--- config.mk ---
export PLATFORM = sky130hd
export DESIGN_NAME = pidt_ctrl
export DESIGN_NICKNAME = d
export VERILOG_FILES = /design/src/hw/rtl/pidt_pkg.sv /design/src/hw/rtl/pidt_ctrl.sv
export SDC_FILE = /design/constraint.sdc
export NUM_CORES = 1
export LEC_CHECK = 0
export ABC_CLOCK_PERIOD_IN_PS = 1400
export BUFFER_PORTS_ARGS = -buffer_cell sky130_fd_sc_hd__buf_2
export CAP_MARGIN = 20
export CORE_AREA = 10 10 47 49
export CTS_CLUSTER_SIZE = 25
export DETAILED_ROUTE_END_ITERATION = 12
export DIE_AREA = 0 0 57 59
export PLACE_DENSITY_LB_ADDON = 0.3
export SYNTH_ARGS = -nofsm -noshare
export SYNTH_HDL_FRONTEND = slang
export SYNTH_SLANG_ARGS = --single-unit
--- constraint.sdc ---
create_clock -name clk -period 1.4 [get_ports clk]
set_input_delay 0.28 -clock clk [delete_from_list [all_inputs] [get_ports clk]]
set_output_delay 0.28 -clock clk [all_outputs]
set_load 0.02 [all_outputs]
--- src/hw/rtl/pidt_pkg.sv ---
// ----------------------------------------------------------------------------
// pidt_pkg: shared types and constants for the process id table
// Field widths, action/state/status codes, table entry and result layouts,
// and the command/status bundles between controller and datapath.
// ----------------------------------------------------------------------------
`default_nettype none

package pidt_pkg;

  localparam int ID_SLOTS_DEF = 256;
  localparam int FIRST_ID_DEF = 2;

  localparam int ACT_W  = 3;
  localparam int ID_W   = 8;
  localparam int PAR_W  = 9;
  localparam int CODE_W = 32;

  localparam int IN_TDATA_W  = 56;
  localparam int OUT_TDATA_W = 56;

  localparam logic [PAR_W-1:0] INIT_ID   = 9'd1;
  localparam logic [PAR_W-1:0] NO_PARENT = 9'h1FF;

  typedef enum logic [ACT_W-1:0] {
    ACT_ALLOC   = 3'd0,
    ACT_EXIT    = 3'd1,
    ACT_WAIT    = 3'd2,
    ACT_DESTROY = 3'd3,
    ACT_QUERY   = 3'd4
  } act_t;

  typedef enum logic [1:0] {
    ST_FREE    = 2'd0,
    ST_USED    = 2'd1,
    ST_ZOMBIE  = 2'd2,
    ST_INVALID = 2'd3
  } st_t;

  typedef enum logic [1:0] {
    STAT_OK         = 2'd0,
    STAT_NO_ID      = 2'd1,
    STAT_NOT_EXITED = 2'd2
  } stat_t;

  // input word, lowest field last
  typedef struct packed {
    logic [CODE_W-1:0] exit_value;
    logic [PAR_W-1:0]  parent_id;
    logic [ID_W-1:0]   target_id;
    logic [ACT_W-1:0]  action;
  } item_t;

  // result word, lowest field last
  typedef struct packed {
    logic [CODE_W-1:0] exit_out;
    logic [PAR_W-1:0]  parent_out;
    st_t               slot_state;
    logic [ID_W-1:0]   given_id;
    stat_t             status;
  } res_t;

  typedef struct packed {
    logic [CODE_W-1:0] code;
    logic [PAR_W-1:0]  parent;
    st_t               st;
  } entry_t;

  typedef struct packed {
    logic load;
    logic clr;
    logic tgt_rd;
    logic tgt_do;
    logic scan_rd;
    logic out_ld;
  } ctrl_cmd_t;

  typedef struct packed {
    logic [ACT_W-1:0] in_act;
    logic             in_tgt_ok;
    logic [ACT_W-1:0] act;
    logic             tgt_live;
    logic             cnt_end;
    logic             pend;
    logic             out_busy;
  } dp_stat_t;

endpackage

`default_nettype wire

--- src/hw/rtl/pidt_ctrl.sv ---
// ----------------------------------------------------------------------------
// pidt_ctrl: process id table controller
// Sequences the clear pass, target read, table scans and result hand-off.
// ----------------------------------------------------------------------------
`default_nettype none

module pidt_ctrl (
  input  wire logic               clk,
  input  wire logic               rst_n,
  input  wire logic               in_tvalid,
  output logic                    in_tready,
  input  wire pidt_pkg::dp_stat_t st,
  output pidt_pkg::ctrl_cmd_t     cmd
);

  typedef enum logic [2:0] {
    S_CLEAR,
    S_IDLE,
    S_TGT_RD,
    S_TGT_CHK,
    S_SCAN,
    S_DONE
  } state_t;

  state_t state_r;
  state_t state_nxt;

  always_comb begin
    cmd       = '0;
    in_tready = 1'b0;
    state_nxt = state_r;
    unique case (state_r)
      S_CLEAR: begin
        cmd.clr = !st.cnt_end;
        if (st.cnt_end) begin
          state_nxt = S_IDLE;
        end
      end
      S_IDLE: begin
        in_tready = 1'b1;
        if (in_tvalid) begin
          cmd.load = 1'b1;
          unique case (pidt_pkg::act_t'(st.in_act))
            pidt_pkg::ACT_ALLOC: state_nxt = S_SCAN;
            pidt_pkg::ACT_EXIT,
            pidt_pkg::ACT_WAIT,
            pidt_pkg::ACT_DESTROY,
            pidt_pkg::ACT_QUERY: state_nxt = st.in_tgt_ok ? S_TGT_RD : S_DONE;
            default:             state_nxt = S_DONE;
          endcase
        end
      end
      S_TGT_RD: begin
        cmd.tgt_rd = 1'b1;
        state_nxt  = S_TGT_CHK;
      end
      S_TGT_CHK: begin
        cmd.tgt_do = 1'b1;
        if ((st.act == pidt_pkg::ACT_EXIT) && st.tgt_live) begin
          state_nxt = S_SCAN;
        end else begin
          state_nxt = S_DONE;
        end
      end
      S_SCAN: begin
        cmd.scan_rd = !st.cnt_end;
        if (st.cnt_end && !st.pend) begin
          state_nxt = S_DONE;
        end
      end
      S_DONE: begin
        if (!st.out_busy) begin
          cmd.out_ld = 1'b1;
          state_nxt  = S_IDLE;
        end
      end
      default: state_nxt = S_CLEAR;
    endcase
  end

  always_ff @(posedge clk) begin
    if (!rst_n) begin
      state_r <= S_CLEAR;
    end else begin
      state_r <= state_nxt;
    end
  end

endmodule

`default_nettype wire

* Word-level counts from Yosys, hierarchy flattened *
Cells that the tools add are included.

cells by class
  equal/unequal tests = 14
  muxes and demuxes = 17
  reductions and logical operators = 8

operators with widths
  operator              number
  $pmux W3 S6           1
  $mux W3               5
  $eq A3 B2 Y1 const B  4
  $mux W1               10
  $eq A3 B1 Y1 const B  3
  $eq A3 B3 Y1 const B  3
  $ne A2 B2 Y1 const B  4
  $logic_not A3 Y1      2
  $pmux W3 S2           1
  $reduce_and A4 Y1     1
  $reduce_or A4 Y1      1
  $logic_and A1 B1 Y1   2
  $logic_not A1 Y1      2

storage, ports and cells
  bits in registers = 3
  input bits = 14
  output and inout bits = 7
  word-level logic and storage cells = 40

* Logic depth before layout (Yosys ltp) *
  depth in word-level cells = 5
  depth in mapped cells = 5

* Worst setup path before layout *
OpenSTA, ideal clock, no wires.

  kind = flip-flop to output port
  from = register state_r[1]
  to = output cmd[5] (netlist bit)
  arrival = 1.355 ns
  data required time = 1.120 ns
  path slack = -0.235 ns
  cell stages (with the launch flop) = 4
  buffers on the path = 1
  path through = dfxtp_1 buf_4 nor3b_1 and2_1

RTL lines
  element                   RTL line         RTL
  start: declaration        pidt_ctrl.sv:25  state_t state_r;
  start signal: assignment  pidt_ctrl.sv:85  state_r <= state_nxt;
  end: declaration          pidt_ctrl.sv:13  output pidt_pkg::ctrl_cmd_t cmd

==> impl_results.md <==
- Most common cell after layout, fill and taps aside: buf_2
- CTS H-Tree Depth: 1
- Design Power: 0.000595 W
- Post-synthesis sequential area ratio: 0.195
- Area of the multi-input gates: 275 sq um
- Clock Path Buffers: 2
- Initial DRC Count: 3
- Worst R2R Start: state_r[2]
- Crit share post-route: 1.08
- Share of cells above drive strength 1: 0.687
- First-pass GRT wire length: 1840 microns
- Via count of the first global-routing pass: 453
- Clock skew: 0.000964 ns
- Grt total ovfl: 0
- Average size of a mapped cell: 7.89 sq um
- Peak VDD IR: 338 uV
- Pint: 0.000369 W
- FF/Latch Area: 71.3 sq um
- # placed instances: 78
- Clk_lat worst skew: 0.23 ns
- Reg power frac: 0.221
- Crit Path Max Fanout: 6
- Switching part of the total: 0.380
- Final Max Slew Viols: 0
- Dpl hpwl: 869 microns
- R2R Path End: state_r[2]
- Die W: 57 microns
- # IOs: 21
- Worst-path clk slew: 0.04 ns
- Avg WL per Cell: 12.6 microns
- Mapped Cells: 39
- Drt drc: 0
- R2r setup slk: 0.16 ns
- Gate power share: 0.528
- Syn nets: 53
- WS Path Type: reg -> out
- Fill count: 155
- Die area: 3360 sq um
- Min cycle time layout: 1.51 ns
- Initial antenna violation count: 0
- Final nets: 82
- WP data required: 1.12 ns
- Largest regs: state_r: 3 flops
- Max_cap viols: 0
- Clock Sinks: 3
- Top reg by flops: state_r
- Flops & latches, synth: 3
- Crit path arrival time: 1.23 ns
- Failing checks: setup timing
- Final hold viol count: 0
- Synth top area cells: dfxtp_1 (20%), and2_1 (6.1%), o32ai_2 (5.3%), a21oi_1 (4.9%), a2111oi_2 (4.9%)
- Highest Clock Rate: 663 MHz
- R2R depth: 5
- Area Overhead vs Synth: 83.7%
- Hold WC Path Type: in -> reg
- CP startpoint: state_r[1]
- Area leader, netlist: dfxtp_1
- DR pass1 iterations: 4
- Max FFs per register: 3
- Ant. Diodes: 0
- Post-Syn Area: 308 sq um
- Clock root cell: clkbuf_4
- Final Non-Filler Cells: 83
- CTS buffer count: 3
- CP endpoint kind: output port
- Die Height: 59 microns
- Final setup fails: 5
- Slew headroom: 0.804
- Vias per inst: 4.83
- CP startpoint kind: flop
- PortBufs: 20
- CTS tree: done
- RSZ-0062 raised after global routing: true
- Final antenna-violating net count: 0
- Largest net degree at the start of global routing: 8
- PD cells: 1050 nW/um^2
- Worst-Margin Slew: 0.291 ns
- Leak: 0.249 nW
- Clk network pwr share: 0.251
- Most frequent cells in the layout: buf_2 (15), buf_4 (6), buf_6 (4)
- Status: finished with violations
- Count of cell types in the netlist: 25
- GPL Wtd Cong: 0.698
- Post-Route WL: 1040 microns
- Std-Cell Rows: 14
- Via count: 401
- Switching power: 0.000226 W
- PnR worst setup slack: -0.108 ns
- End of the critical path: cmd[1]
- Synth warn: 0
- Initial Utilization: 0.220
- Core area: 1400 sq um
- GRT Util Overall: 0.0630
- Post-synth top area share: 0.195
## synth_stat cells (all sizes together)
library cell / instances
dfxtp: 3
o32ai: 1
nand2: 3
buf: 1
o31ai: 1
a311oi: 1
a21oi: 3
o211ai: 1
a211oi: 1
o21ai: 2
nor4: 1
inv: 2
a2111oi: 1
or2b: 1
nor2: 4
or3: 2
nor3b: 2
nor2b: 2
and3: 2
and2: 3
nor4bb: 1
a41o: 1
## how the worst min path moves through the flow
stage,from,endpoint,cells after the start
after floorplan,rst_n,state_r[0],2
after global placement,rst_n,state_r[0],3
after detailed placement,rst_n,state_r[0],3
after CTS,rst_n,state_r[0],3
after global routing,rst_n,state_r[0],3
final,rst_n,state_r[0],3
## through the flow
step / utilization / area [sq um] / setup TNS [ns] / hold WS (ns) / worst slack [ns]
3_3_place_gp: 0.329 / 462 / 0 / 0.546 / 0.0342
6_report: 0.404 / 566 / -0.311 / 0.315 / -0.108
4_1_cts: 0.373 / 523 / -0.271 / 0.305 / -0.0978
5_1_grt: 0.404 / 566 / -0.556 / 0.353 / -0.138
3_5_place_dp: 0.329 / 462 / -0.00896 / 0.546 / -0.00896
2_1_floorplan: - / 319 / 0 / 0.388 / 0.0206
## per-layer routing
metal  global-route usage  routed length [microns]  vias up
met1               0.0769                      471      175
met3               0.0172                       93        2
met2               0.0992                      463       19
met5                    0                        0        -
li1                     -                        -      205
met4               0.0302                       14        0
## cell type report
type / instances / share of cell area
repair buffers: 25 / 0.292
clock buffers: 4 / 0.0465
inverters: 2 / 0.0133
well taps: 16 / 0.0354
flip-flops and latches: 3 / 0.126
multi-input cells: 33 / 0.487
## worst max-delay path, stage by stage (launching register included)
cell,delay [ns]
dfxtp_4,0.36
or3_4,0.41
nor2_4,0.12
buf_6,0.12
## power groups by stage
stage                     Sequential (W)  Clock [W]  Combinational, W
after detailed placement        0.000120          0          0.000251
after CTS                       0.000124   0.000155          0.000282
after floorplan                 0.000119          0          0.000158
after global placement          0.000120          0          0.000250
after global routing            0.000136   0.000155          0.000337
final                           0.000132   0.000149          0.000314
## cells by family (layout without fill, tap and decap cells)
group | count (synthesis) | after routing | synth area share
simple gates | 21 | 21 | 0.415
compound gates | 12 | 12 | 0.341
flops | 3 | 3 | 0.195
buf+inv | 3 | 31 | 0.0488
## what timing repair did
item | CTS | global route
setup buffers | 0 | 1
gates cloned | 0 | 0
endpoints found under the setup margin | 7 | 7
endpoints found under the hold margin | 0 | 0
hold buffers | 0 | 0
pin swaps | 1 | 4
resized for setup | 13 | 11
(Power assumes the default switching activity.)
